`config.mk`:
```
export PLATFORM = sky130hd
export DESIGN_NAME = adtc_ctrl
export DESIGN_NICKNAME = d
export VERILOG_FILES = /design/src/rtl/core/adtc_pkg.sv /design/src/rtl/core/adtc_ctrl.sv
export SDC_FILE = /design/constraint.sdc
export NUM_CORES = 1
export LEC_CHECK = 0
export BUFFER_PORTS_ARGS = -buffer_cell sky130_fd_sc_hd__clkbuf_2
export CORE_AREA = 2 2 39 41
export CTS_CLUSTER_SIZE = 20
export DETAILED_ROUTE_END_ITERATION = 10
export DIE_AREA = 0 0 41 43
export SLEW_MARGIN = 20
export SYNTH_ARGS = -nofsm -noshare
export SYNTH_HDL_FRONTEND = slang
export SYNTH_SLANG_ARGS = --single-unit
```
`constraint.sdc`:
```
create_clock -name clk_i -period 1.8 [get_ports clk_i]
set_input_delay 0.36 -clock clk_i [delete_from_list [all_inputs] [get_ports clk_i]]
set_output_delay 0.36 -clock clk_i [all_outputs]
set_load 0.05 [all_outputs]
```
`src/rtl/core/adtc_pkg.sv`:
```
// ----------------------------------------------------------------------------
// adtc_pkg
// Shared types, constants and arithmetic helpers of the tour cost evaluator.
// ----------------------------------------------------------------------------
package adtc_pkg;

  localparam int unsigned MaxHorizon = 255;
  localparam int unsigned ProbW      = 24;
  localparam int unsigned MoneyW     = 24;
  localparam int unsigned CostW      = 40;
  localparam int unsigned HorzW      = 8;
  localparam int unsigned TravW      = 8;
  localparam int unsigned OpenW      = 9;
  localparam int unsigned CloseW     = 8;
  localparam int unsigned CfgIdxW    = 2;
  localparam int unsigned CfgDataW   = 24;
  localparam int unsigned RecW       = 33;
  localparam int unsigned ProdW      = ProbW + RecW;
  localparam int unsigned RndW       = 26;
  localparam int unsigned DivSteps   = 32;

  localparam logic [ProbW-1:0] ProbOne  = 24'h800000;
  localparam logic [ProbW-1:0] EntryMax = 24'hFFFFFF;
  localparam logic [HorzW-1:0] HorizonReset = 8'd255;

  localparam logic [CfgIdxW-1:0] RegHorizon = 2'd0;
  localparam logic [CfgIdxW-1:0] RegMiss    = 2'd1;
  localparam logic [CfgIdxW-1:0] RegLate    = 2'd2;

  typedef enum logic [3:0] {
    ST_WIPE, ST_IDLE, ST_DIV, ST_RECIP, ST_SHARE, ST_STREAM, ST_MASS1,
    ST_MASS2, ST_MULA, ST_MULB, ST_COST, ST_MULC, ST_EMIT
  } state_e;

  typedef enum logic [3:0] {
    OP_NONE, OP_LOAD, OP_WIPE, OP_DIV, OP_RECIP, OP_SHARE, OP_STREAM,
    OP_MASS1, OP_MASS2, OP_MULA, OP_MULB, OP_COST, OP_MULC, OP_EMIT
  } op_e;

  typedef struct packed {
    op_e op;
  } cmd_t;

  typedef struct packed {
    logic cnt_done;
    logic travel_zero;
    logic depot;
    logic out_busy;
  } status_t;

  function automatic logic [RndW-1:0] round_money(input logic [ProdW-1:0] p);
    logic [ProdW:0] s;
    s = {1'b0, p} + (ProdW+1)'(1 << 22);
    return RndW'(s >> 23);
  endfunction

  function automatic logic signed [CostW-1:0] sat_cost(input logic signed [CostW+1:0] v);
    logic signed [CostW+1:0] hi;
    logic signed [CostW+1:0] lo;
    hi = (CostW+2)'({1'b0, {(CostW-1){1'b1}}});
    lo = -hi - (CostW+2)'(1);
    if (v > hi) return CostW'(hi);
    if (v < lo) return CostW'(lo);
    return CostW'(v);
  endfunction

endpackage

```
`src/rtl/core/adtc_ctrl.sv`:
```
// ----------------------------------------------------------------------------
// adtc_ctrl
// Sequencer of the tour cost evaluator: steps the datapath through its passes.
// ----------------------------------------------------------------------------
module adtc_ctrl (
  input  logic              clk_i,
  input  logic              rst_ni,
  input  logic              in_valid_i,
  output logic              in_ready_o,
  input  adtc_pkg::status_t status_i,
  output adtc_pkg::cmd_t    cmd_o
);
  import adtc_pkg::*;

  state_e state_q, state_d;

  always_ff @(posedge clk_i or negedge rst_ni) begin
    if (!rst_ni) begin
      state_q <= ST_WIPE;
    end else begin
      state_q <= state_d;
    end
  end

  always_comb begin
    state_d = state_q;
    unique case (state_q)
      ST_WIPE:   if (status_i.cnt_done) state_d = ST_IDLE;
      ST_IDLE: begin
        if (in_valid_i) state_d = status_i.travel_zero ? ST_STREAM : ST_DIV;
      end
      ST_DIV:    if (status_i.cnt_done) state_d = ST_RECIP;
      ST_RECIP:  state_d = ST_SHARE;
      ST_SHARE:  if (status_i.cnt_done) state_d = ST_STREAM;
      ST_STREAM: if (status_i.cnt_done) state_d = ST_MASS1;
      ST_MASS1:  state_d = ST_MASS2;
      ST_MASS2:  state_d = ST_MULA;
      ST_MULA:   state_d = ST_MULB;
      ST_MULB:   state_d = ST_COST;
      ST_COST:   state_d = status_i.depot ? ST_MULC : ST_IDLE;
      ST_MULC:   state_d = ST_EMIT;
      ST_EMIT:   if (!status_i.out_busy) state_d = ST_WIPE;
      default:   state_d = ST_WIPE;
    endcase
  end

  always_comb begin
    in_ready_o = 1'b0;
    cmd_o.op   = OP_NONE;
    unique case (state_q)
      ST_WIPE:   cmd_o.op = OP_WIPE;
      ST_IDLE: begin
        in_ready_o = 1'b1;
        if (in_valid_i) cmd_o.op = OP_LOAD;
      end
      ST_DIV:    cmd_o.op = OP_DIV;
      ST_RECIP:  cmd_o.op = OP_RECIP;
      ST_SHARE:  cmd_o.op = OP_SHARE;
      ST_STREAM: cmd_o.op = OP_STREAM;
      ST_MASS1:  cmd_o.op = OP_MASS1;
      ST_MASS2:  cmd_o.op = OP_MASS2;
      ST_MULA:   cmd_o.op = OP_MULA;
      ST_MULB:   cmd_o.op = OP_MULB;
      ST_COST:   cmd_o.op = OP_COST;
      ST_MULC:   cmd_o.op = OP_MULC;
      ST_EMIT:   if (!status_i.out_busy) cmd_o.op = OP_EMIT;
      default:   cmd_o.op = OP_NONE;
    endcase
  end

endmodule

```
# Word-level counts from Yosys, hierarchy flattened
# Cells that the tools add are included.
[totals]
output_inout_bits = 5
reg_bits = 4
elab_cells = 34
in_bits = 7
[op_classes]
eq_ne = 18
n_reduce_logical = 2
muxes = 13
[op_table]
columns = ["op", "n"]
rows = [
  ["$pmux 4 s13", 2],
  ["$mux 4", 8],
  ["$eq 4x4->1 const B", 5],
  ["$eq 4x3->1 const B", 4],
  ["$ne 2x2->1 const B", 6],
  ["$eq 4x2->1 const B", 2],
  ["$reduce_and 6->1", 1],
  ["$eq 4x1->1 const B", 1],
  ["$logic_not 4->1", 1],
  ["$mux 3", 1],
  ["$mux 1", 2],
]

# Longest topological paths before layout
[logic_depth]
depth_word = 3
ltp_mapped = 5
depth_no_buf = 4

# Worst setup path before layout
# Ideal clock, no wire load.
[synth_timing]
path_kind = "reg-to-output"
startpoint = "reg state_q[1]"
endpoint = "out cmd_o[2] (netlist name)"
stages_incl_launch_ff = 5
path_buffers = 1
t_arrival_ns = 1.943
slack_ns = -0.503
t_required_ns = 1.440
path_cell_list = "dfrtp_1 > clkbuf_1 > o21ai_0 > a21oi_1 > o21ai_0"
[synth_rtl]
columns = ["item", "line_no", "text"]
rows = [
  ["from (decl)", "adtc_ctrl.sv:15", "state_e state_q, state_d;"],
  ["from (signal assigned)", "adtc_ctrl.sv:21", "state_q <= state_d;"],
  ["to (decl)", "adtc_ctrl.sv:11", "output adtc_pkg::cmd_t cmd_o"],
]

==> metrics.yaml <==
status:
  status: "complete, no violations"
placement:
  place_congestion: 0.7269
  place_ws_ns: 0.1275
  post-place-cells: 80
  port_buffers: 11
  place_hpwl_um: 759.6
grt:
  antenna_found_initial: 0
  grt_pass1_wl_mm: 1.718
  grt_max_degree: 13
  grt-ovfl-total: 0
  grt_pass1_vias: 404
  grt_usage_pct: 14.52
route:
  drcViolationCount: 0
  dr_total_vias: 479
  ant_nets: 0
  viasPerCell: 5.506
  first_pass_iters: 3
  wl_per_cell_um: 13.14
  drtIter0Drc: 10
  wirelength_mm: 1.143
die:
  ios: 12
  die_x_um: 41
  dieArea_sq_um: 1763
  initial_core_util_pct: 30.29
  core_area_sq_um: 1384
  die_height_um: 43
  placementRows: 14
final_layout:
  fin_nets: 80
  antenna-diode-count: 0
  final_util_pct: 42.22
  reg_top3: "state_q x4"
  layout.cells.non_filler: 87
  regMostFlops: "state_q"
  largest_register_ff_count: 4
  final_layout_size_suffix_gt1_share_pct: 47.89
  syn2layout_area_growth_pct: 39.40
setup_path:
  arrival_ns: 1.38
  cp.required_ns: 1.44
  critPathCaptureType: "output pin"
  worstSetupStartpointType: "flop"
  path_class: "reg2out"
  crit_fanout: 12
timing:
  worst_pin_slew_ns: 0.3687
  slew_viol_final: 0
  skew_ns: 0.002859
  hold_viol_final: 0
  fmax_ghz: 0.5731
  fin_crit_sh_pct: 96.94
  setup_viol: 0
  grt_setup_unrepaired: "yes"
  timing.final.ws_setup_ns: 0.05509
  final.min_clock_period_ns: 1.745
  max_slew_margin_pct: 75.08
yosys:
  synth_flop_cell: "dfrtp_1"
  synth_cells: 53
  syn_nets: 60
  synth_seq_area_share_pct: 23.88
  synthesis.area_sq_um: 419.2
  yosysTopAreaCell: "dfrtp_1"
  syn_area_per_cell_sq_um: 7.909
  ys_warn_count: 0
  ys_ff_latch: 4
  yosysUniqueCellTypes: 30
  synthTopCellsByArea: "dfrtp_1 (24%), a21oi_1 (7.2%), nor2_1 (6.3%)"
  async_flop_share_pct: 100.0
  synth.top_cell.area_share_pct: 23.88
  synth_enable_flop_cells: 0
clock_tree:
  cts_buffer_depth: 2
  clk_latency_ns: 0.23
  clk_transition_reported_paths_ns: 0.04
  cts_tree: "built"
  cts_max_level: 1
  cts_sinks: 4
  cts_root_buf: "clkbuf_4"
  cts_buffers: 3
worst_hold_path:
  hold_class: "in2async"
run:
  maxCapViolCount: 0
==> critical path: stages (launching register included) <==
cell,delay [ns]
dfrtp_2,0.48
inv_2,0.17
a21oi_1,0.09
o21ai_1,0.12
clkbuf_2,0.29
==> synthesized netlist by cell type (2+ instances only) <==
| cell type | count |
|---|---|
| nor2_1 | 7 |
| nand3_1 | 2 |
| inv_2 | 2 |
| o21ai_0 | 5 |
| buf_6 | 2 |
| a21oi_1 | 6 |
| o22ai_1 | 2 |
| nand2b_1 | 2 |
| dfrtp_1 | 4 |
==> final cells by class <==
class	count	area, sq um
Clock buffer	3	22.52
Fill cell	142	799.5
Inverter	3	11.26
Multi-Input combinational cell	42	295.3
Timing Repair Buffer	19	130.1
Tap cell	16	20.02
Sequential cell	4	105.1
==> final timing paths <==
| kind | slack, ns | to | start | cells after the start |
|---|---|---|---|---|
| worst max-delay path | 0.06 | cmd_o[2] | state_q[0] | 4 |
| worst min-delay path | 0.48 | state_q[1] | rst_ni | 2 |
| worst max register to register | 0.18 | state_q[1] | state_q[3] | 5 |
| worst min register to register | 0.76 | state_q[2] | state_q[1] | 2 |
| max in group asynchronous | 1.19 | state_q[2] | rst_ni | 2 |
| min in group clk_i | 0.48 | state_q[2] | status_i[3] | 3 |
==> cells by family (layout without fill, tap and decap cells) <==
kind of cell | after synthesis | count (layout) | synth area share [%]
AO/OA/AOI/OAI | 24 | 24 | 40.60
AND/OR/NAND/NOR | 17 | 17 | 22.69
buffers and inverters | 7 | 25 | 10.75
flip-flops | 4 | 4 | 23.88
XOR/XNOR | 1 | 1 | 2.090
==> timing repair <==
item / CTS / global route
pin swaps: 0 / 0
setup endpoints to repair: 5 / 5
gates resized for setup: 7 / 8
setup buffers: 0 / 3
endpoints found under the hold margin: 4 / 0
hold buffers: 1 / 0
==> stage by stage <==
| stage | TNS [ns] | area (sq um) | hold slack [ns] |
|---|---|---|---|
| finish | 0 | 584.3 | 0.4778 |
| global route | 0 | 584.3 | 0.4745 |
| CTS | 0 | 545.5 | 0.4628 |
| detailed placement | 0 | 494.2 | 0.1691 |
| global placement | 0 | 494.2 | 0.1666 |
| floorplan | -0.1372 | 422.9 | 0.06441 |
==> cells in the final DEF (no fill, tap or decap), types with 2 or more instances in the layout <==
cell type,n
nand3_1,2
clkbuf_2,8
dfrtp_2,4
clkbuf_4,6
a21oi_1,5
buf_4,5
nand2b_1,2
o21ai_0,3
nor2_4,2
inv_2,2
nor2_1,6
o21ai_1,2
o22ai_1,2
==> routing by layer <==
metal	up-vias	track usage, %	share of wire (%)
li1	243	-	-
met2	7	20.31	53
met1	229	19.87	45
met3	0	3.141	2.1
met5	-	0	0
met4	0	8.000	0
Power is left out: the tool's default activity adds up to more than one toggle a clock period on the data nets, which glitch-free logic cannot reach.
